===== src/sv/u8v_pkg.sv =====
`timescale 1ns / 1ps
// Package for the UTF-8 lossy validator.
// Holds widths, byte codes, the judgement code and the controller/datapath structs.
// No dependencies.
package u8v_pkg;

  // width of the running input offset
  localparam int OFFSET_WIDTH = 32;
  // width of the reported offset field
  localparam int OUT_OFS_W = 32;
  // lead plus up to three continuation bytes
  localparam int BUF_DEPTH = 4;

  // replacement character U+FFFD
  localparam logic [7:0] REPL_B0 = 8'hEF;
  localparam logic [7:0] REPL_B1 = 8'hBF;
  localparam logic [7:0] REPL_B2 = 8'hBD;
  // surrogate lead
  localparam logic [7:0] SURR_LEAD = 8'hED;
  localparam logic [7:0] SURR_LO = 8'hA0;
  localparam logic [7:0] SURR_HI = 8'hBF;
  // continuation byte tag in bits 7:6
  localparam logic [1:0] CONT_TAG = 2'b10;

  // outcome of judging the buffered bytes
  typedef enum logic [1:0] {
    V_NEED = 2'd0,
    V_GOOD = 2'd1,
    V_BAD  = 2'd2
  } verdict_t;

  // controller -> datapath
  typedef struct packed {
    logic       take;      // load the input word into the buffer
    logic       emit;      // write one output word
    logic [1:0] idx;       // byte of the current sequence being written
    logic       emit_end;  // last word of this sequence: advance the buffer
  } u8v_cmd_t;

  // datapath -> controller
  typedef struct packed {
    verdict_t   verdict;   // judgement, with truncation on the final word folded in
    logic [2:0] seq_len;   // length of a good sequence
    logic       drains;    // advancing empties the buffer
    logic       out_free;  // output register can take a word this cycle
  } u8v_stat_t;

endpackage


===== src/sv/u8v_in_if.sv =====
`timescale 1ns / 1ps
// Input channel: valid/ready handshake carrying one text byte and an end mark.
// Depends on nothing.
interface u8v_in_if;
  logic       valid;
  logic       ready;
  logic [7:0] in_byte;
  logic       in_last;

  modport source (output valid, output in_byte, output in_last, input ready);
  modport sink (input valid, input in_byte, input in_last, output ready);
endinterface


===== src/sv/u8v_out_if.sv =====
`timescale 1ns / 1ps
// Output channel: valid/ready handshake carrying one cleaned byte and string status.
// Depends on u8v_pkg for the offset width.
interface u8v_out_if;
  logic                            valid;
  logic                            ready;
  logic [7:0]                      out_byte;
  logic                            is_replacement;
  logic                            out_last;
  logic                            all_valid;
  logic [u8v_pkg::OUT_OFS_W-1:0]   first_bad_offset;

  modport source (output valid, output out_byte, output is_replacement, output out_last,
                  output all_valid, output first_bad_offset, input ready);
  modport sink (input valid, input out_byte, input is_replacement, input out_last,
                input all_valid, input first_bad_offset, output ready);
endinterface


===== src/sv/u8v_ctrl.sv =====
`timescale 1ns / 1ps
// Controller: takes input words and sequences the output words of each judged sequence.
// Depends on u8v_pkg for the command and status structs.
module u8v_ctrl (
  input  logic               clk,
  input  logic               rst,
  input  logic               in_valid,
  output logic               in_ready,
  input  u8v_pkg::u8v_stat_t stat,
  output u8v_pkg::u8v_cmd_t  cmd
);

  typedef enum logic {
    ST_IDLE,
    ST_EMIT
  } state_t;

  state_t     state;
  logic [1:0] idx;
  logic [1:0] emit_last_idx;
  logic       idx_end;

  // a failure writes three replacement bytes, a good sequence its own length
  assign emit_last_idx = (stat.verdict == u8v_pkg::V_BAD) ? 2'd2 : 2'(stat.seq_len - 3'd1);
  assign idx_end       = (idx == emit_last_idx);

  assign in_ready = (state == ST_IDLE);

  // commands
  always_comb begin
    cmd.take     = (state == ST_IDLE) && in_valid;
    cmd.emit     = (state == ST_EMIT) && (stat.verdict != u8v_pkg::V_NEED) && stat.out_free;
    cmd.idx      = idx;
    cmd.emit_end = cmd.emit && idx_end;
  end

  // state and byte counter
  always_ff @(posedge clk) begin
    if (rst) begin
      state <= ST_IDLE;
      idx   <= 2'd0;
    end else begin
      unique case (state)
        ST_IDLE: begin
          idx <= 2'd0;
          if (cmd.take) state <= ST_EMIT;
        end
        ST_EMIT: begin
          if (stat.verdict == u8v_pkg::V_NEED) begin
            state <= ST_IDLE;
          end else if (cmd.emit) begin
            if (idx_end) begin
              idx <= 2'd0;
              if (stat.drains) state <= ST_IDLE;
            end else begin
              idx <= idx + 2'd1;
            end
          end
        end
        default: state <= ST_IDLE;
      endcase
    end
  end

  // the byte counter never runs past the end of a sequence
  a_idx_bound: assert property (@(posedge clk) disable iff (rst)
    cmd.emit |-> idx <= emit_last_idx)
    else $error("byte index past end of sequence");

  // a buffer judged to need more sends the controller back to take a new word
  a_take_after_need: assert property (@(posedge clk) disable iff (rst)
    (state == ST_EMIT && stat.verdict == u8v_pkg::V_NEED) |=> state == ST_IDLE)
    else $error("controller did not return for more input");

  // a sequence that does not drain the buffer is judged again
  a_rejudge: assert property (@(posedge clk) disable iff (rst)
    (cmd.emit_end && !stat.drains) |=> (state == ST_EMIT && idx == 2'd0))
    else $error("remaining bytes not re-examined");

endmodule


===== src/sv/u8v_dp.sv =====
`timescale 1ns / 1ps
// Datapath: byte buffer, UTF-8 judgement, offset and error tracking, output register.
// Depends on u8v_pkg and u8v_out_if.
module u8v_dp (
  input  logic              clk,
  input  logic              rst,
  input  logic [7:0]        in_byte,
  input  logic              in_last,
  input  u8v_pkg::u8v_cmd_t cmd,
  output u8v_pkg::u8v_stat_t stat,
  u8v_out_if.source         dout
);

  logic [7:0]                       buf_q [u8v_pkg::BUF_DEPTH];
  logic [2:0]                       count;
  logic                             last_q;
  logic [u8v_pkg::OFFSET_WIDTH-1:0] offset;
  logic                             error_seen;
  logic [u8v_pkg::OFFSET_WIDTH-1:0] first_err;

  logic                             out_valid;
  logic [7:0]                       out_byte_q;
  logic                             out_repl_q;
  logic                             out_last_q;
  logic                             out_ok_q;
  logic [u8v_pkg::OUT_OFS_W-1:0]    out_ofs_q;

  u8v_pkg::verdict_t                verdict;
  logic [2:0]                       need;
  logic [2:0]                       adv_len;
  logic                             drains;
  logic                             fin;
  logic [7:0]                       emit_byte;
  logic                             err_now;
  logic [u8v_pkg::OFFSET_WIDTH-1:0] ofs_after;
  logic [u8v_pkg::OFFSET_WIDTH-1:0] ofs_report;

  // judge the buffered bytes: lead class, continuations, overlong and surrogate checks
  always_comb begin
    logic bad;
    logic [7:0] lead;
    lead = buf_q[0];
    bad  = 1'b0;
    need = 3'd1;
    if (!lead[7]) begin
      need = 3'd1;
    end else if (lead[7:6] == u8v_pkg::CONT_TAG) begin
      bad = 1'b1;
    end else if (lead[7:5] == 3'b110) begin
      need = 3'd2;
      if (lead[4:1] == 4'd0) bad = 1'b1;
    end else if (lead[7:4] == 4'b1110) begin
      need = 3'd3;
    end else if (lead[7:3] == 5'b11110) begin
      need = 3'd4;
    end else begin
      bad = 1'b1;
    end
    for (int i = 1; i < u8v_pkg::BUF_DEPTH; i++) begin
      if (3'(i) < count && 3'(i) < need && buf_q[i][7:6] != u8v_pkg::CONT_TAG) bad = 1'b1;
    end
    if (count >= 3'd2) begin
      // three-byte overlong below U+0800
      if (need == 3'd3 && lead[3:0] == 4'd0 && !buf_q[1][5]) bad = 1'b1;
      // surrogates
      if (lead == u8v_pkg::SURR_LEAD && buf_q[1] >= u8v_pkg::SURR_LO &&
          buf_q[1] <= u8v_pkg::SURR_HI) bad = 1'b1;
      // four-byte overlong below U+10000
      if (need == 3'd4 && lead[2:0] == 3'd0 && buf_q[1][5:4] == 2'd0) bad = 1'b1;
    end
    if (count == 3'd0) begin
      verdict = u8v_pkg::V_NEED;
    end else if (bad) begin
      verdict = u8v_pkg::V_BAD;
    end else if (count < need) begin
      // a sequence cut short by the end mark fails
      verdict = last_q ? u8v_pkg::V_BAD : u8v_pkg::V_NEED;
    end else begin
      verdict = u8v_pkg::V_GOOD;
    end
  end

  // a failure consumes only its lead
  assign adv_len = (verdict == u8v_pkg::V_BAD) ? 3'd1 : need;
  assign drains  = (adv_len >= count);
  assign fin     = cmd.emit_end && last_q && drains;

  assign stat.verdict  = verdict;
  assign stat.seq_len  = need;
  assign stat.drains   = drains;
  assign stat.out_free = !out_valid || dout.ready;

  // output byte select
  always_comb begin
    if (verdict == u8v_pkg::V_BAD) begin
      case (cmd.idx)
        2'd0:    emit_byte = u8v_pkg::REPL_B0;
        2'd1:    emit_byte = u8v_pkg::REPL_B1;
        default: emit_byte = u8v_pkg::REPL_B2;
      endcase
    end else begin
      emit_byte = buf_q[cmd.idx];
    end
  end

  // string status as it stands after this sequence
  assign err_now    = error_seen || (verdict == u8v_pkg::V_BAD);
  assign ofs_after  = offset + u8v_pkg::OFFSET_WIDTH'(adv_len);
  assign ofs_report = error_seen ? first_err :
                      (verdict == u8v_pkg::V_BAD) ? offset : ofs_after;

  // buffer, offset and error state
  always_ff @(posedge clk) begin
    if (rst) begin
      count      <= 3'd0;
      last_q     <= 1'b0;
      offset     <= '0;
      error_seen <= 1'b0;
      first_err  <= '0;
    end else if (cmd.take) begin
      buf_q[count[1:0]] <= in_byte;
      count             <= count + 3'd1;
      last_q            <= in_last;
    end else if (cmd.emit_end) begin
      for (int i = 0; i < u8v_pkg::BUF_DEPTH; i++) begin
        if (i + int'(adv_len) < u8v_pkg::BUF_DEPTH) buf_q[i] <= buf_q[i + int'(adv_len)];
      end
      if (fin) begin
        count      <= 3'd0;
        last_q     <= 1'b0;
        offset     <= '0;
        error_seen <= 1'b0;
        first_err  <= '0;
      end else begin
        count  <= count - adv_len;
        offset <= ofs_after;
        if (verdict == u8v_pkg::V_BAD && !error_seen) begin
          error_seen <= 1'b1;
          first_err  <= offset;
        end
      end
    end
  end

  // output register
  always_ff @(posedge clk) begin
    if (rst) begin
      out_valid <= 1'b0;
    end else if (cmd.emit) begin
      out_valid <= 1'b1;
    end else if (dout.ready) begin
      out_valid <= 1'b0;
    end
  end

  always_ff @(posedge clk) begin
    if (cmd.emit) begin
      out_byte_q <= emit_byte;
      out_repl_q <= (verdict == u8v_pkg::V_BAD);
      out_last_q <= fin;
      out_ok_q   <= fin && !err_now;
      out_ofs_q  <= fin ? u8v_pkg::OUT_OFS_W'(ofs_report) : '0;
    end
  end

  assign dout.valid            = out_valid;
  assign dout.out_byte         = out_byte_q;
  assign dout.is_replacement   = out_repl_q;
  assign dout.out_last         = out_last_q;
  assign dout.all_valid        = out_ok_q;
  assign dout.first_bad_offset = out_ofs_q;

  // a word is only taken when the buffer has room
  a_room: assert property (@(posedge clk) disable iff (rst)
    cmd.take |-> count < 3'(u8v_pkg::BUF_DEPTH))
    else $error("buffer overflow");

  // a word is never written over one still waiting
  a_no_overwrite: assert property (@(posedge clk) disable iff (rst)
    cmd.emit |-> (!out_valid || dout.ready))
    else $error("output word overwritten");

  // the end of a string leaves clean state for the next one
  a_string_end: assert property (@(posedge clk) disable iff (rst)
    fin |=> (count == 3'd0 && offset == '0 && !error_seen && !last_q))
    else $error("string state not cleared");

endmodule


===== src/sv/utf8_lossy_validator.sv =====
`timescale 1ns / 1ps
// Top level of the UTF-8 lossy validator: controller plus datapath.
// Depends on u8v_pkg, u8v_in_if, u8v_out_if, u8v_ctrl and u8v_dp.
//
//  channel  dir  handshake    word
//  din      in   valid/ready  in_byte, in_last
//  dout     out  valid/ready  out_byte, is_replacement, out_last, all_valid, first_bad_offset
//
// Each input word is loaded into the buffer and judged in the cycle after; each output word
// goes through the output register. The controller sets the pace: input is taken only while
// it is idle, never while the words of a judged sequence are being written.
// Synchronous active-high reset clears the buffer count, offset and error state.
// A stalled output holds its word; din is not ready while buffered words are being written.
module utf8_lossy_validator (
  input  logic      clk,
  input  logic      rst,
  u8v_in_if.sink    din,
  u8v_out_if.source dout
);

  u8v_pkg::u8v_cmd_t  cmd;
  u8v_pkg::u8v_stat_t stat;
  logic               in_ready;

  assign din.ready = in_ready;

  u8v_ctrl u_ctrl (
    .clk      (clk),
    .rst      (rst),
    .in_valid (din.valid),
    .in_ready (in_ready),
    .stat     (stat),
    .cmd      (cmd)
  );

  u8v_dp u_dp (
    .clk     (clk),
    .rst     (rst),
    .in_byte (din.in_byte),
    .in_last (din.in_last),
    .cmd     (cmd),
    .stat    (stat),
    .dout    (dout)
  );

endmodule

===== src/flat_wrapper.sv =====
// flat-port wrapper written by rule: the top's interface ports become plain ports
module utf8_lossy_validator_flat 
  (clk, rst, din_valid, din_in_byte, din_in_last, din_ready, dout_valid, dout_out_byte, dout_is_replacement, dout_out_last, dout_all_valid, dout_first_bad_offset, dout_ready);
  u8v_in_if din_i ();
  u8v_out_if dout_i ();
  input  logic clk;
  input  logic rst;
  input wire logic [$bits(din_i.valid)-1:0] din_valid;
  input wire logic [$bits(din_i.in_byte)-1:0] din_in_byte;
  input wire logic [$bits(din_i.in_last)-1:0] din_in_last;
  output wire logic [$bits(din_i.ready)-1:0] din_ready;
  output wire logic [$bits(dout_i.valid)-1:0] dout_valid;
  output wire logic [$bits(dout_i.out_byte)-1:0] dout_out_byte;
  output wire logic [$bits(dout_i.is_replacement)-1:0] dout_is_replacement;
  output wire logic [$bits(dout_i.out_last)-1:0] dout_out_last;
  output wire logic [$bits(dout_i.all_valid)-1:0] dout_all_valid;
  output wire logic [$bits(dout_i.first_bad_offset)-1:0] dout_first_bad_offset;
  input wire logic [$bits(dout_i.ready)-1:0] dout_ready;
  assign din_i.valid = din_valid;
  assign din_i.in_byte = din_in_byte;
  assign din_i.in_last = din_in_last;
  assign din_ready = din_i.ready;
  assign dout_valid = dout_i.valid;
  assign dout_out_byte = dout_i.out_byte;
  assign dout_is_replacement = dout_i.is_replacement;
  assign dout_out_last = dout_i.out_last;
  assign dout_all_valid = dout_i.all_valid;
  assign dout_first_bad_offset = dout_i.first_bad_offset;
  assign dout_i.ready = dout_ready;
  utf8_lossy_validator u_core (.clk(clk), .rst(rst), .din(din_i), .dout(dout_i));
endmodule

===== config.mk =====
export PLATFORM = sky130hd
export DESIGN_NAME = utf8_lossy_validator_flat
export DESIGN_NICKNAME = d
export VERILOG_FILES = /design/src/sv/u8v_pkg.sv /design/src/sv/u8v_in_if.sv /design/src/sv/u8v_out_if.sv /design/src/sv/u8v_ctrl.sv /design/src/sv/u8v_dp.sv /design/src/sv/utf8_lossy_validator.sv /design/src/flat_wrapper.sv
export SDC_FILE = /design/constraint.sdc
export NUM_CORES = 1
export LEC_CHECK = 0
export BUFFER_PORTS_ARGS = -buffer_cell sky130_fd_sc_hd__buf_2
export CAP_MARGIN = 0
export CELL_PAD_IN_SITES_DETAIL_PLACEMENT = 0
export CELL_PAD_IN_SITES_GLOBAL_PLACEMENT = 2
export CORE_ASPECT_RATIO = 0.8
export CORE_UTILIZATION = 43
export CTS_CLUSTER_SIZE = 40
export DETAILED_ROUTE_END_ITERATION = 10
export PLACE_DENSITY = 0.9
export RECOVER_POWER = 50
export SLEW_MARGIN = 0
export SYNTH_ARGS = -nofsm -noshare
export SYNTH_HDL_FRONTEND = slang
export SYNTH_SLANG_ARGS = --single-unit

===== constraint.sdc =====
create_clock -name clk -period 10.6 [get_ports clk]
set_clock_uncertainty 0.15 [all_clocks]
set_input_delay 1.06 -clock clk [delete_from_list [all_inputs] [get_ports clk]]
set_output_delay 1.06 -clock clk [all_outputs]
set_load 0.05 [all_outputs]

==> results of run 1 <==
[power by group through the flow]
stage | combinational, mW | clock, mW | sequential (mW)
after floorplan | 0.126 | 0 | 0.678
after global placement | 0.198 | 0 | 0.654
after detailed placement | 0.200 | 0 | 0.655
after CTS | 0.201 | 0.641 | 0.643
after global routing | 0.213 | 0.668 | 0.645
final | 0.196 | 0.633 | 0.644
[through the flow]
step / std cells / total power [mW]
floorplan: 829 / 0.803
global placement: 1084 / 0.852
detailed placement: 1084 / 0.855
CTS: 1116 / 1.49
global route: 1116 / 1.53
finish: 1116 / 1.47
[routing by layer]
layer	vias up	wire length, um	track usage [%]
met5	-	0	0
met4	0	296	7.20
met2	271	9430	33.3
li1	3115	-	-
met3	25	1590	4.75
met1	3330	11100	35.9
[cell families (layout without fill, tap and decap cells)]
family,Yosys count,in the layout,synth area share (%)
muxes,62,62,9.60
DFF,150,150,45.2
and+or+nand+nor,248,248,15.8
AOI/OAI and AO/OA,218,218,18.1
buffers and inverters,100,129,5.02
adders and majority gates,17,17,2.62
xor gates and xnor gates,34,34,3.59
[registers in the layout, summed over array words and instances, names as in the netlist, named ones only]
| signal | flops |
|---|---|
| u_core.u_dp.offset | 32 |
| u_core.u_dp.dout.out_last | 1 |
| u_core.u_dp.first_err | 32 |
| u_core.u_dp.dout.all_valid | 1 |
| u_core.u_dp.dout.valid | 1 |
| u_core.u_ctrl.state | 1 |
| u_core.u_ctrl.idx | 2 |
| u_core.u_dp.error_seen | 1 |
| u_core.u_dp.dout.first_bad_offset | 32 |
| u_core.u_dp.last_q | 1 |
| u_core.u_dp.dout.is_replacement | 1 |
| u_core.u_dp.buf_q | 32 |
| u_core.u_dp.dout.out_byte | 8 |
| u_core.u_dp.count | 3 |
[layout by cell type, fill, tap and decap left out, types with 6 or more instances in the layout]
cell type	netlist	routed
sky130_fd_sc_hd__mux2i_1	29	29
sky130_fd_sc_hd__o21a_1	7	7
sky130_fd_sc_hd__xnor2_1	16	16
sky130_fd_sc_hd__or2_2	7	7
sky130_fd_sc_hd__nand4_1	14	14
sky130_fd_sc_hd__mux2_4	12	8
sky130_fd_sc_hd__mux4_2	8	8
sky130_fd_sc_hd__nor3_1	12	12
sky130_fd_sc_hd__a21oi_1	62	61
sky130_fd_sc_hd__xor2_1	18	18
sky130_fd_sc_hd__o21ai_0	38	38
sky130_fd_sc_hd__a22o_1	34	34
sky130_fd_sc_hd__nor2_1	66	66
sky130_fd_sc_hd__a31oi_1	14	14
sky130_fd_sc_hd__clkbuf_1	52	59
sky130_fd_sc_hd__dfxtp_1	75	74
sky130_fd_sc_hd__mux2_1	8	13
sky130_fd_sc_hd__nor4_1	12	12
sky130_fd_sc_hd__or3_1	8	8
sky130_fd_sc_hd__nand3_1	19	19
sky130_fd_sc_hd__and3_1	8	8
sky130_fd_sc_hd__o211a_1	6	6
sky130_fd_sc_hd__nand2b_1	15	17
sky130_fd_sc_hd__buf_4	1	8
sky130_fd_sc_hd__edfxtp_1	75	75
sky130_fd_sc_hd__inv_1	27	28
sky130_fd_sc_hd__nand2_1	48	48
sky130_fd_sc_hd__a41oi_1	6	6
sky130_fd_sc_hd__clkbuf_16	0	18
sky130_fd_sc_hd__or4_1	6	6
sky130_fd_sc_hd__ha_1	15	15
[worst max-delay path, stage by stage, from the launching register on]
cell and delay, ns:
sky130_fd_sc_hd__edfxtp_1 0.48, sky130_fd_sc_hd__a21oi_1 0.50, sky130_fd_sc_hd__inv_1 0.23, sky130_fd_sc_hd__ha_1 0.33
sky130_fd_sc_hd__o21ai_0 0.09, sky130_fd_sc_hd__and3b_1 0.20, sky130_fd_sc_hd__a21oi_1 0.16, sky130_fd_sc_hd__a31o_1 0.62
sky130_fd_sc_hd__inv_1 0.83, sky130_fd_sc_hd__nor2_1 1.03, sky130_fd_sc_hd__inv_1 0.22, sky130_fd_sc_hd__ha_1 0.35
sky130_fd_sc_hd__nor2b_1 0.13, sky130_fd_sc_hd__o21a_1 0.15, sky130_fd_sc_hd__o21ai_0 0.30, sky130_fd_sc_hd__and2_1 0.80
sky130_fd_sc_hd__nand3_1 0.63, sky130_fd_sc_hd__buf_4 0.49, sky130_fd_sc_hd__a31oi_1 0.19, sky130_fd_sc_hd__nor2_1 0.05
[worst paths after layout]
kind	startpoint	endpoint	slack [ns]	cells after the start
min	u_core.u_dp.first_err[7]$_SDFFE_PP0P_	u_core.u_dp.first_err[7]$_SDFFE_PP0P_	0.32	1
max	u_core.u_dp.buf_q[0][5]$_DFFE_PP_	u_core.u_dp.last_q$_SDFFE_PP0P_	2.45	19
min reg2reg	u_core.u_dp.first_err[7]$_SDFFE_PP0P_	u_core.u_dp.first_err[7]$_SDFFE_PP0P_	0.32	1
max reg2reg	u_core.u_dp.buf_q[0][5]$_DFFE_PP_	u_core.u_dp.last_q$_SDFFE_PP0P_	2.45	19
[area by class of cell]
type	instances	share of cell area, %
clock buffer	24	5.36
clock inverter	8	1.31
inverter	31	1.27
multi-input combinational	579	44.6
sequential	150	40.9
tap	258	3.51
timing repair buffer	66	3.06
==> summary.md, run 1 <==
The run finished, with violations left. Using the TritonRoute via totals, the vias-per-cell ratio works out to 6.04. Entering global routing, the biggest net connects 50 pins.

The number of enable flip-flop cells after synthesis works out to 75. Of the available clock period, the critical path in the final layout requires 76.9%. The number of maximum-capacitance constraint violations is 2. For this design, the sink count on the clock tree is 150. For this run, the number of Yosys warnings is 0.

In this run the biggest area consumer among cell types represents 27.1% of the synthesized area. The floorplan step set the die width to 157 um. The run gives 0 as the remaining global-route overflow.

Setup violations remaining at the end of the flow were counted as 0. In this run the cell area measured after placement is 8690 sq um. The cell count after synthesis came out at 829. The tools report the detailed router's first-iteration violation count as 621.

The checks that failed: capacitance limit, slew limit. Buffer cell driving the clock tree root: sky130_fd_sc_hd__clkbuf_16. Headroom to the max-slew limit came out at -42.1%. Data on the critical path arrives at its endpoint at 8.24 ns. In the post-synthesis netlist, the biggest area contributors are sky130_fd_sc_hd__edfxtp_1 27%, sky130_fd_sc_hd__dfxtp_1 18%, sky130_fd_sc_hd__a21oi_1 3.7%.

For the least setup slack across all paths after layout, the log shows 2.45 ns. Most frequently used flop master after synthesis: sky130_fd_sc_hd__edfxtp_1. Based on the critical path, the design can be clocked at up to 0.123 GHz. For the depth of the CTS H-tree, the log shows 4.

For this run, design rule violations remaining after detail routing come to 0. The number of max-slew violations in the final report was 90. The synthesized netlist occupies a cell area of 8300 sq um. The routed layout has 6,741 vias. Die height: 126 um. The worst setup path is of the register to register kind.

The number of register bits inferred by synthesis is 150. The tools report the startpoint type of the worst setup path as a register. The run gives 0 as the initial antenna violation count. Combinational logic is responsible for 13.3% of the overall power. The routed design has 22.4 mm of wire.

Routed wire length per instance: 20.0 um. The leading area contributor after synthesis was sky130_fd_sc_hd__edfxtp_1. The initialized floorplan defines 45 standard-cell rows. For this configuration, the core starts out at a cell density of 43.9%.

Post-layout minimum cycle time: 8.15 ns. In this run the power spent charging and discharging nets is 0.390 mW. The tools report the combined flip-flop and latch cell area as 3750 sq um. The logs give 0 for the diode insertion count for antenna repair and 0 for the number of hold buffers added after cts. Setup repair after global routing left no endpoint under its margin. In this run the post-CTS setup repair buffer count came out at 0. The number of global-route vias before repair is 6,413, and the maximum clock insertion buffer count is 2. For the data required time of the worst path, the log shows 10.69 ns. In this run the standard cell core region covers 18,900 sq um. Timing analysis after detailed placement gives a worst setup slack of 3.44 ns.

The share of flip-flops with an asynchronous set or reset was 0%. Measured on the finished design, the core utilization comes to 48.6%. Clock-pin slew was measured on the worst setup and hold paths at 0.06 ns. Buffers placed on the I/O ports in this run total 57. The logs give 9190 sq um for the area of all placed cells without fillers and 58 for the I/O pin total.

The min-delay analysis places its worst path in the category register to register. The residual antenna-violating net count after detailed routing was 0; the number of fillers in the final layout was 1,818. The post-route netlist has 9.21% of its cells at a drive strength greater than 1.

The number of clock buffers added by TritonCTS is 17. The clock network fraction of design power came out at 43.0%. TritonCTS built the clock tree. In this run switching power makes up 26.5% of total power.

Type of destination of the critical path: a register. Counting distinct cell types in the post-synthesis netlist gives 84. The hold violation count in the final report came out at 0. The total nets after synthesis was 858. The later pin in the worst-skew pair is clocked with a latency of 0.43 ns. Detailed placement ended at an HPWL of 14.8 mm. The mean instance size in the synthesized netlist is 10.0 sq um, and the cell leakage power is 3.24 nW. In this run the power density over the cells is 160 nW/um^2.

The growth of design area from synthesis to finish works out to 10.7%. Summing all multi-input logic gate instances after layout gives 4100 sq um. Before antenna repair, the detailed router went through 6 iterations.

The total negative slack for setup checks came out at 0 ns. Gates resized during post-CTS repair numbered 0. The run gives 45.2% as the fraction of the yosys area taken by sequential cells.

The tools report the final weighted congestion in routability-driven placement as 0.941. By count the netlist is led by 75 x sky130_fd_sc_hd__dfxtp_1, 75 x sky130_fd_sc_hd__edfxtp_1, 66 x sky130_fd_sc_hd__nor2_1, 62 x sky130_fd_sc_hd__a21oi_1, 52 x sky130_fd_sc_hd__clkbuf_1. The worst slack on hold paths was 0.320 ns. At the end of the flow, the number of nets in the layout was 874.

Per report_power, the sequential group accounts for 43.7% of the total. The first global-routing pass estimated 36.0 mm of wire. Global routing used 23.6% of the available tracks.

IR analysis of the VDD net gives a maximum drop of 0.0982 mV. The die covers 19,900 sq um. At the pin with the least slew margin, the transition time is 2.13 ns.

The cell-internal power is 1.08 mW. Along the worst path, the maximum fanout reaches 39.
Note: power is estimated with default switching activity, not from simulation.
==> run 2, diff against run 1 <==
--- a/config.mk
+++ b/config.mk
@@ -10,10 +10,10 @@
 export CELL_PAD_IN_SITES_DETAIL_PLACEMENT = 0
 export CELL_PAD_IN_SITES_GLOBAL_PLACEMENT = 2
 export CORE_ASPECT_RATIO = 0.8
-export CORE_UTILIZATION = 43
+export CORE_UTILIZATION = 36
 export CTS_CLUSTER_SIZE = 40
 export DETAILED_ROUTE_END_ITERATION = 10
-export PLACE_DENSITY = 0.9
+export PLACE_DENSITY = 0.81
 export RECOVER_POWER = 50
 export SLEW_MARGIN = 0
 export SYNTH_ARGS = -nofsm -noshare
==> constraint.sdc (replaced) <==
create_clock -name clk -period 7.35 [get_ports clk]
set_clock_uncertainty 0.15 [all_clocks]
set_input_delay 0.735 -clock clk [delete_from_list [all_inputs] [get_ports clk]]
set_output_delay 0.735 -clock clk [all_outputs]
set_load 0.05 [all_outputs]
==> summary.md, run 2 (synthesis results as in run 1) <==
For the area of all placed cells without fillers, the log shows 9240 sq um (+0.50%). For the net count reported at finish, the log shows 879 (+0.57%). First-pass GRT wire length: 35.6 mm (-0.90%). The flow ran to the end, but the final reports show violations. The run gives 0 (unchanged) as the residual DRC count. The type of destination of the critical path is a register.

The final weighted congestion in routability-driven placement was 0.859 (-8.7%). The placed cell area is 8780 sq um (+1.1%), and the die height is 138 um (+9.1%). For the depth of the CTS H-tree, the log shows 4 (unchanged). The cell type group with the largest total delay on the critical path is compound AO/OA/AOI/OAI gates.

The setup-violating endpoint count in the final report was 0 (unchanged). The logs give 0 (unchanged) for the initial antenna violation count and 6,469 (-4.0%) for the count of vias placed by the detailed router. The residual antenna-violating net count after detailed routing is 0 (unchanged), and the maximum clock frequency is 0.160 GHz (+31%). The worst path arrival time was 6.45 ns (-1.79 ns); the die span in x was 172 um (+9.2%).

The run gives 22,600 sq um (+19%) as the placeable core area. The total track usage came out at 20.0% (-3.6 points). The critical path goes through a21oi_1 > inv_1 > ha_1 > o21ai_0 > and3b_1 > a21oi_1 > a31o_1 > inv_2 > nor2_1 > inv_1 > ha_1 > nor2b_1 > o21a_1 > o21ai_0 > nand2_1 > o21ai_0 > a21oi_2 > buf_4 > a22o_1. The number of buffers created by CTS was 17 (unchanged). The total placed cells including tap cells is 1,137 (+4.9%), and the detailed-routing iteration count for the pre-antenna-repair pass is 5 (-1).

The total number of placement rows was 49 (+8.9%); the peak fanout along the critical path was 39 (unchanged). Type of the worst min-delay path: register to register. The data required time of the worst path is 7.57 ns (-3.12 ns). The largest individual stage delay along the critical path comes from the cell sky130_fd_sc_hd__a21oi_2. The worst slack on hold paths is 0.318 ns (-0.00170 ns). Proportion of layout cells with a drive suffix above 1: 10.5% (+1.3 points). The clock latency on the worst-skew pair was 0.43 ns (about the same); the number of max-slew violations in the final report was 89 (-1.1%).

Number of hold buffers added after cts: 0 (unchanged). The checks that failed: capacitance limit, slew limit. The clock sink count is 150 (unchanged), and the via density per instance is 5.53 (-8.4%). The power density over the cells came out at 224 nW/um^2 (+40%). Compared with the post-synthesis result, the final layout area differs by 11.3%.

The post-layout minimum cycle time works out to 6.23 ns (-1.92 ns). For the diode insertion count for antenna repair, the log shows 0 (unchanged). Leaving out fill and tap cells, the most frequent cell in the layout is sky130_fd_sc_hd__edfxtp_1. The run gives 6,050 (-5.7%) as the number of global-route vias before repair. The buffers plus inverters on the worst setup path is 4 (unchanged).

TritonCTS built the clock tree. The detailed router's first-iteration violation count was 525 (-15%). The share of the clock period used by the worst path after layout works out to 84.8% (+7.9 points).

The quantity of gates resized following cts came out at 0 (unchanged). The worst setup path is launched from a register. The area of the die is 23,700 sq um (+19%).

The run gives 0 (unchanged) as the hold violation count in the final report. The clock transition at the registers of the reported paths is 0.07 ns (about the same). The buffer cell driving the clock tree root is sky130_fd_sc_hd__clkbuf_16. The logs give 15.2 mm (+2.8%) for the estimated wirelength of the detail-placed design and 0 (unchanged) for the remaining global-route overflow.

The number of standard cells in the final layout excluding fillers came out at 1,169 (+4.7%). The logs give 0 (unchanged) for the buffer count from post-CTS setup fixing and 3.23 nW (-0.14%) for the cell leakage power. Count of port buffers added during placement: 57 (unchanged). In the layout the commonest cells are 75 x sky130_fd_sc_hd__edfxtp_1, 74 x sky130_fd_sc_hd__dfxtp_1, 66 x sky130_fd_sc_hd__nor2_1. The effective utilization at floorplan was 36.8% (-7.1 points). The I/O pin total is 58 (unchanged).

The run gives 2 (unchanged) as the maximum clock insertion buffer count. Peak ir drop on the vdd network: 0.138 mV (+40%). The kind of critical path was register to register. The run gives 0 ns (unchanged) as the total negative slack for setup checks. The logs give -66.9% (-25 points) for the relative slew slack and 40.9% (-7.6 points) for the final cell utilization of the core.

The total length of routed wires was 22.6 mm (+1.0%); the largest incremental delay on the critical path was 0.62 ns (-0.41 ns). The cell that appears most often on the critical path is sky130_fd_sc_hd__o21ai_0. The transition time at the pin with the least slew margin was 2.50 ns (+0.372 ns). The routed wire length per instance was 19.3 um (-3.6%); the number of maximum-capacitance constraint violations was 2 (unchanged). Setup repair after global routing left no endpoint under its margin. The pin count of the biggest net entering global routing came out at 51 (+2.0%).
==> run 2: cell count changes in the layout (fill, tap and decap cells not counted), sizes merged <==
cell	before	now
buf	11	15
bufinv	3	0
clkbuf	79	73
clkinv	6	5
clkinvlp	0	3
inv	30	38
==> run 2: worst paths after layout <==
kind	startpoint	end	slack [ns]	cells after the start
max	u_core.u_dp.buf_q[0][5]$_DFFE_PP_	u_core.u_dp.first_err[10]$_SDFFE_PP0P_	1.12	19
min	u_core.u_dp.first_err[18]$_SDFFE_PP0P_	u_core.u_dp.first_err[18]$_SDFFE_PP0P_	0.32	1
max reg2reg	u_core.u_dp.buf_q[0][5]$_DFFE_PP_	u_core.u_dp.first_err[10]$_SDFFE_PP0P_	1.12	19
min reg2reg	u_core.u_dp.first_err[18]$_SDFFE_PP0P_	u_core.u_dp.first_err[18]$_SDFFE_PP0P_	0.32	1
==> run 2: per-layer routing <==
layer,part of all wire [%],wire [um],track usage (%),vias up
met4,0.81,182,4.62,0
met5,0,0,0,-
met3,6.3,1430,4.08,16
met2,40,9130,28.0,212
li1,-,-,-,3131
met1,52,11800,30.7,3110
==> run 2: worst register-to-register path: stages (launching register included) <==
cell,delay (ns)
sky130_fd_sc_hd__edfxtp_1,0.49
sky130_fd_sc_hd__a21oi_1,0.55
sky130_fd_sc_hd__inv_1,0.25
sky130_fd_sc_hd__ha_1,0.34
sky130_fd_sc_hd__o21ai_0,0.09
sky130_fd_sc_hd__and3b_1,0.19
sky130_fd_sc_hd__a21oi_1,0.15
sky130_fd_sc_hd__a31o_1,0.58
sky130_fd_sc_hd__inv_2,0.49
sky130_fd_sc_hd__nor2_1,0.27
sky130_fd_sc_hd__inv_1,0.10
sky130_fd_sc_hd__ha_1,0.30
sky130_fd_sc_hd__nor2b_1,0.13
sky130_fd_sc_hd__o21a_1,0.11
sky130_fd_sc_hd__o21ai_0,0.12
sky130_fd_sc_hd__nand2_1,0.47
sky130_fd_sc_hd__o21ai_0,0.23
sky130_fd_sc_hd__a21oi_2,0.62
sky130_fd_sc_hd__buf_4,0.39
sky130_fd_sc_hd__a22o_1,0.17
==> run 2: power breakdown <==
| part | total, mW | switching (mW) | leakage, nW | internal [mW] |
|---|---|---|---|---|
| registers | 0.927 | 0.0205 | 1.31 | 0.907 |
| logic | 0.284 | 0.198 | 1.66 | 0.0854 |
| clock network | 0.856 | 0.410 | 0.271 | 0.447 |
==> run 2: metrics by stage <==
stage / setup WS [ns] / power (mW)
final: 1.12 / 2.07
after floorplan: 2.63 / 1.16
after CTS: 1.57 / 2.09
after global routing: 0.620 / 2.15
after global placement: 1.75 / 1.23
after detailed placement: 1.58 / 1.24
==> run 2: area by class of cell <==
class | instances | area, sq um
Clock buffer | 17 | 425
Multi-Input combinational cell | 579 | 4110
Clock inverter | 15 | 135
Timing Repair Buffer | 71 | 315
Tap cell | 306 | 383
Fill cell | 2263 | 13300
Sequential cell | 150 | 3750
Inverter | 31 | 116
==> run 3, diff against run 2 <==
==> constraint.sdc (replaced) <==
create_clock -name clk -period 5.65 [get_ports clk]
set_clock_uncertainty 0.15 [all_clocks]
set_input_delay 0.565 -clock clk [delete_from_list [all_inputs] [get_ports clk]]
set_output_delay 0.565 -clock clk [all_outputs]
set_load 0.05 [all_outputs]
==> summary.md, run 3 (synthesis results as in run 1) <==
The run finished with clean final reports. The I/O pin total came out at 58 (unchanged). The worst setup path is captured at a register. The logs give 23.1 mm (+2.3%) for the total length of routed wires and 0.56 ns (-0.56 ns) for the flop-to-flop setup slack. The relative contribution of combinational cells to total power is 13.6% (about the same). The maximum clock insertion buffer count is 2 (unchanged), and the via density per instance is 5.63 (+1.7%). For the cell leakage power, the log shows 3.25 nW (+0.41%).

The final weighted congestion in routability-driven placement is 0.837 (-2.5%). Routed signal wires occupy layers up through met4. The initial antenna violation count is 1 (+1). The run gives 49 (unchanged) as the total number of placement rows.

The detailed-routed wire length on met3 is 1.42 mm (-0.49%), and the die height is 138 um (unchanged). The run gives 36.5 mm (+2.4%) as the first-pass GRT wire length. The worst hold path endpoint is u_core.u_dp.buf_q[3][4]$_DFFE_PP_. The hold violation count in the final report was 0 (unchanged).

The share of the clock period used by the worst path after layout was 90.1% (+5.3 points); the clock transition at the registers of the reported paths was 0.07 ns (about the same). The run gives 22,600 sq um (unchanged) as the placeable core area. The clock network fraction of design power was 42.5% (+1.1 points); the number of global-route vias before repair was 6,049 (-0.017%).

The tools report the effective utilization at floorplan as 36.8% (unchanged). The sequential fraction of design power was 43.9% (-1.0 points); the total met2 wirelength after detailed routing was 9.44 mm (+3.3%). The number of fillers in the final layout came out at 2,259 (-0.18%). The origin of the critical flop-to-flop path was u_core.u_dp.buf_q[0][3]$_DFFE_PP_. For the worst path arrival time, the log shows 4.99 ns (-1.46 ns). The tools report the buffer cell driving the clock tree root as sky130_fd_sc_hd__clkbuf_16. The tools report the quantity of gates resized following cts as 0 (unchanged). The maximum clock frequency was 0.196 GHz (+22%). The data required time of the worst path is 5.55 ns (-2.02 ns). The tools report the count of vias placed by the detailed router as 6,602 (+2.1%).

Endpoint of the most critical register-to-register path: u_core.u_dp.buf_q[2][5]$_DFFE_PP_. The library cell used most frequently in the layout, excluding fill and tap cells, is sky130_fd_sc_hd__edfxtp_1. The die span in x works out to 172 um (unchanged). Startpoint of the lowest-slack hold path: din_in_byte[4]. The proportion of layout cells with a drive suffix above 1 is 10.1% (-0.39 points). The residual DRC count was 0 (unchanged); the area of the die was 23,700 sq um (unchanged). Peak fanout along the critical path: 38 (-2.6%). The routed length on met1 was 12.0 mm (+1.4%); the clock sink count was 150 (unchanged). For the net switching power, the log shows 0.816 mW (+30%). The number of cell instances on the worst register-to-register path was 12 (-7).

Kind of critical path: register to register. The number of buffers created by CTS is 17 (unchanged), and the routed wire length per instance is 19.7 um (+2.0%). The peak ir drop on the vdd network is 0.116 mV (-16%), and the total negative slack for setup checks is 0 ns (unchanged). For the total track usage, the log shows 20.5% (+0.56 points). Estimated wirelength of the detail-placed design: 15.6 mm (+2.7%).

The combined flip-flop and latch cell area is 3750 sq um (unchanged), and the growth of design area from synthesis to finish is 11.8%. The remaining global-route overflow is 0 (unchanged). The count of port buffers added during placement works out to 57 (unchanged).

The depth of the CTS H-tree was 4 (unchanged); the transition time at the pin with the least slew margin was 1.02 ns (-1.48 ns). The number of hold buffers added after cts is 0 (unchanged). The clock latency on the worst-skew pair was 0.43 ns (about the same).

Setup repair after global routing left no endpoint under its margin. The area of all placed cells without fillers was 9280 sq um (+0.47%); the relative slew slack was 31.6% (+98 points). The sum of internal, switching and leakage power came out at 2.75 mW (+33%).

The run gives 0 (unchanged) as the buffer count from post-CTS setup fixing. For the residual antenna-violating net count after detailed routing, the log shows 0 (unchanged). Switching portion of total power: 29.7% (-0.71 points).

The area taken by multi-input logic gates came out at 4080 sq um (-0.79%). The top cell types in the final layout, fill and taps aside, are 75 x sky130_fd_sc_hd__edfxtp_1, 74 x sky130_fd_sc_hd__dfxtp_1, 67 x sky130_fd_sc_hd__nor2_1. The placed cell area is 8810 sq um (+0.28%), and the number of max-slew violations in the final report is 0 (-100%). The detailed-routing iteration count for the pre-antenna-repair pass is 6 (+1). The type of the worst min-delay path was input pin to register. The post-layout minimum cycle time is 5.09 ns (-1.14 ns), and the pin count of the biggest net entering global routing is 42 (-18%).

STA classifies the critical path startpoint as a register. The run gives 1.93 mW (+34%) as the cell-internal power. The diode insertion count for antenna repair is 0 (unchanged), and the detailed router's first-iteration violation count is 681 (+30%). The power density over the cells was 296 nW/um^2 (+32%).

The cell depth of the worst hold path came out at 1 (unchanged). TritonCTS built the clock tree. The number of maximum-capacitance constraint violations is 0 (-2), and the net count reported at finish is 883 (+0.46%). The setup-violating endpoint count in the final report is 0 (unchanged).
## run 3: changes by cell type in the layout (fill, tap and decap cells not counted), moves of 3 or more
cell                         change
sky130_fd_sc_hd__mux2_1          +7
sky130_fd_sc_hd__mux2_4          -7
sky130_fd_sc_hd__buf_4           +6
sky130_fd_sc_hd__clkbuf_1        -3
sky130_fd_sc_hd__clkinvlp_4      -3
## run 3: metrics by stage
step	hold WS (ns)	instances	utilization [%]	setup slack, ns
6_report	0.256	1173	41.1	0.559
5_1_grt	0.255	1173	41.1	0.165
4_1_cts	0.191	1173	41.7	0.616
3_5_place_dp	0.299	1141	39.0	0.655
3_3_place_gp	0.299	1141	39.0	0.819
2_1_floorplan	0.284	829	-	0.933
## run 3: worst max path at each step
stage                                 startpoint                                                   to  slack, ns  cells past startpoint
6_report       u_core.u_dp.buf_q[0][3]$_DFFE_PP_                    u_core.u_dp.buf_q[2][5]$_DFFE_PP_       0.56                     12
5_1_grt        u_core.u_dp.buf_q[0][3]$_DFFE_PP_                  u_core.u_dp.offset[21]$_SDFFE_PP0P_       0.17                     17
4_1_cts        u_core.u_dp.buf_q[0][3]$_DFFE_PP_               u_core.u_dp.first_err[14]$_SDFFE_PP0P_       0.62                     18
3_5_place_dp   u_core.u_dp.buf_q[0][3]$_DFFE_PP_                u_core.u_dp.first_err[8]$_SDFFE_PP0P_       0.66                     18
3_3_place_gp   u_core.u_dp.buf_q[0][3]$_DFFE_PP_  u_core.u_dp.dout.first_bad_offset[24]$_SDFFCE_PN0P_       0.82                     17
2_1_floorplan  u_core.u_dp.buf_q[0][5]$_DFFE_PP_                  u_core.u_dp.offset[12]$_SDFFE_PP0P_       0.93                     18
## run 3: layer usage
layer	vias to the layer above	global-route usage, %
li1	3138	-
met3	23	4.08
met4	0	5.16
met5	-	0
met2	206	28.1
met1	3235	32.1
## run 3: power groups by stage
stage | combinational, mW | clock (mW) | sequential [mW]
2_1_floorplan | 0.236 | 0 | 1.27
3_3_place_gp | 0.383 | 0 | 1.23
3_5_place_dp | 0.385 | 0 | 1.23
4_1_cts | 0.386 | 1.19 | 1.20
5_1_grt | 0.408 | 1.23 | 1.21
6_report | 0.374 | 1.17 | 1.21
## run 3: worst max-delay path, stage by stage (launching register included)
cell                       delay [ns]
sky130_fd_sc_hd__edfxtp_1        0.52
sky130_fd_sc_hd__or3_1           0.51
sky130_fd_sc_hd__ha_1            0.30
sky130_fd_sc_hd__o21ai_0         0.11
sky130_fd_sc_hd__and3b_1         0.20
sky130_fd_sc_hd__a21oi_1         0.19
sky130_fd_sc_hd__a31o_4          0.32
sky130_fd_sc_hd__inv_1           0.08
sky130_fd_sc_hd__buf_4           0.28
sky130_fd_sc_hd__o211a_1         0.32
sky130_fd_sc_hd__or3_1           0.49
sky130_fd_sc_hd__nand2b_1        0.50
sky130_fd_sc_hd__o21ai_1         0.70
## run 3: area by class of cell
type / count / share of cell area [%]
clock buffer: 18 / 4.73
multi-input combinational: 579 / 43.9
tap: 306 / 4.13
timing repair buffer: 75 / 3.82
sequential: 150 / 40.5
clock inverter: 14 / 1.71
inverter: 31 / 1.25
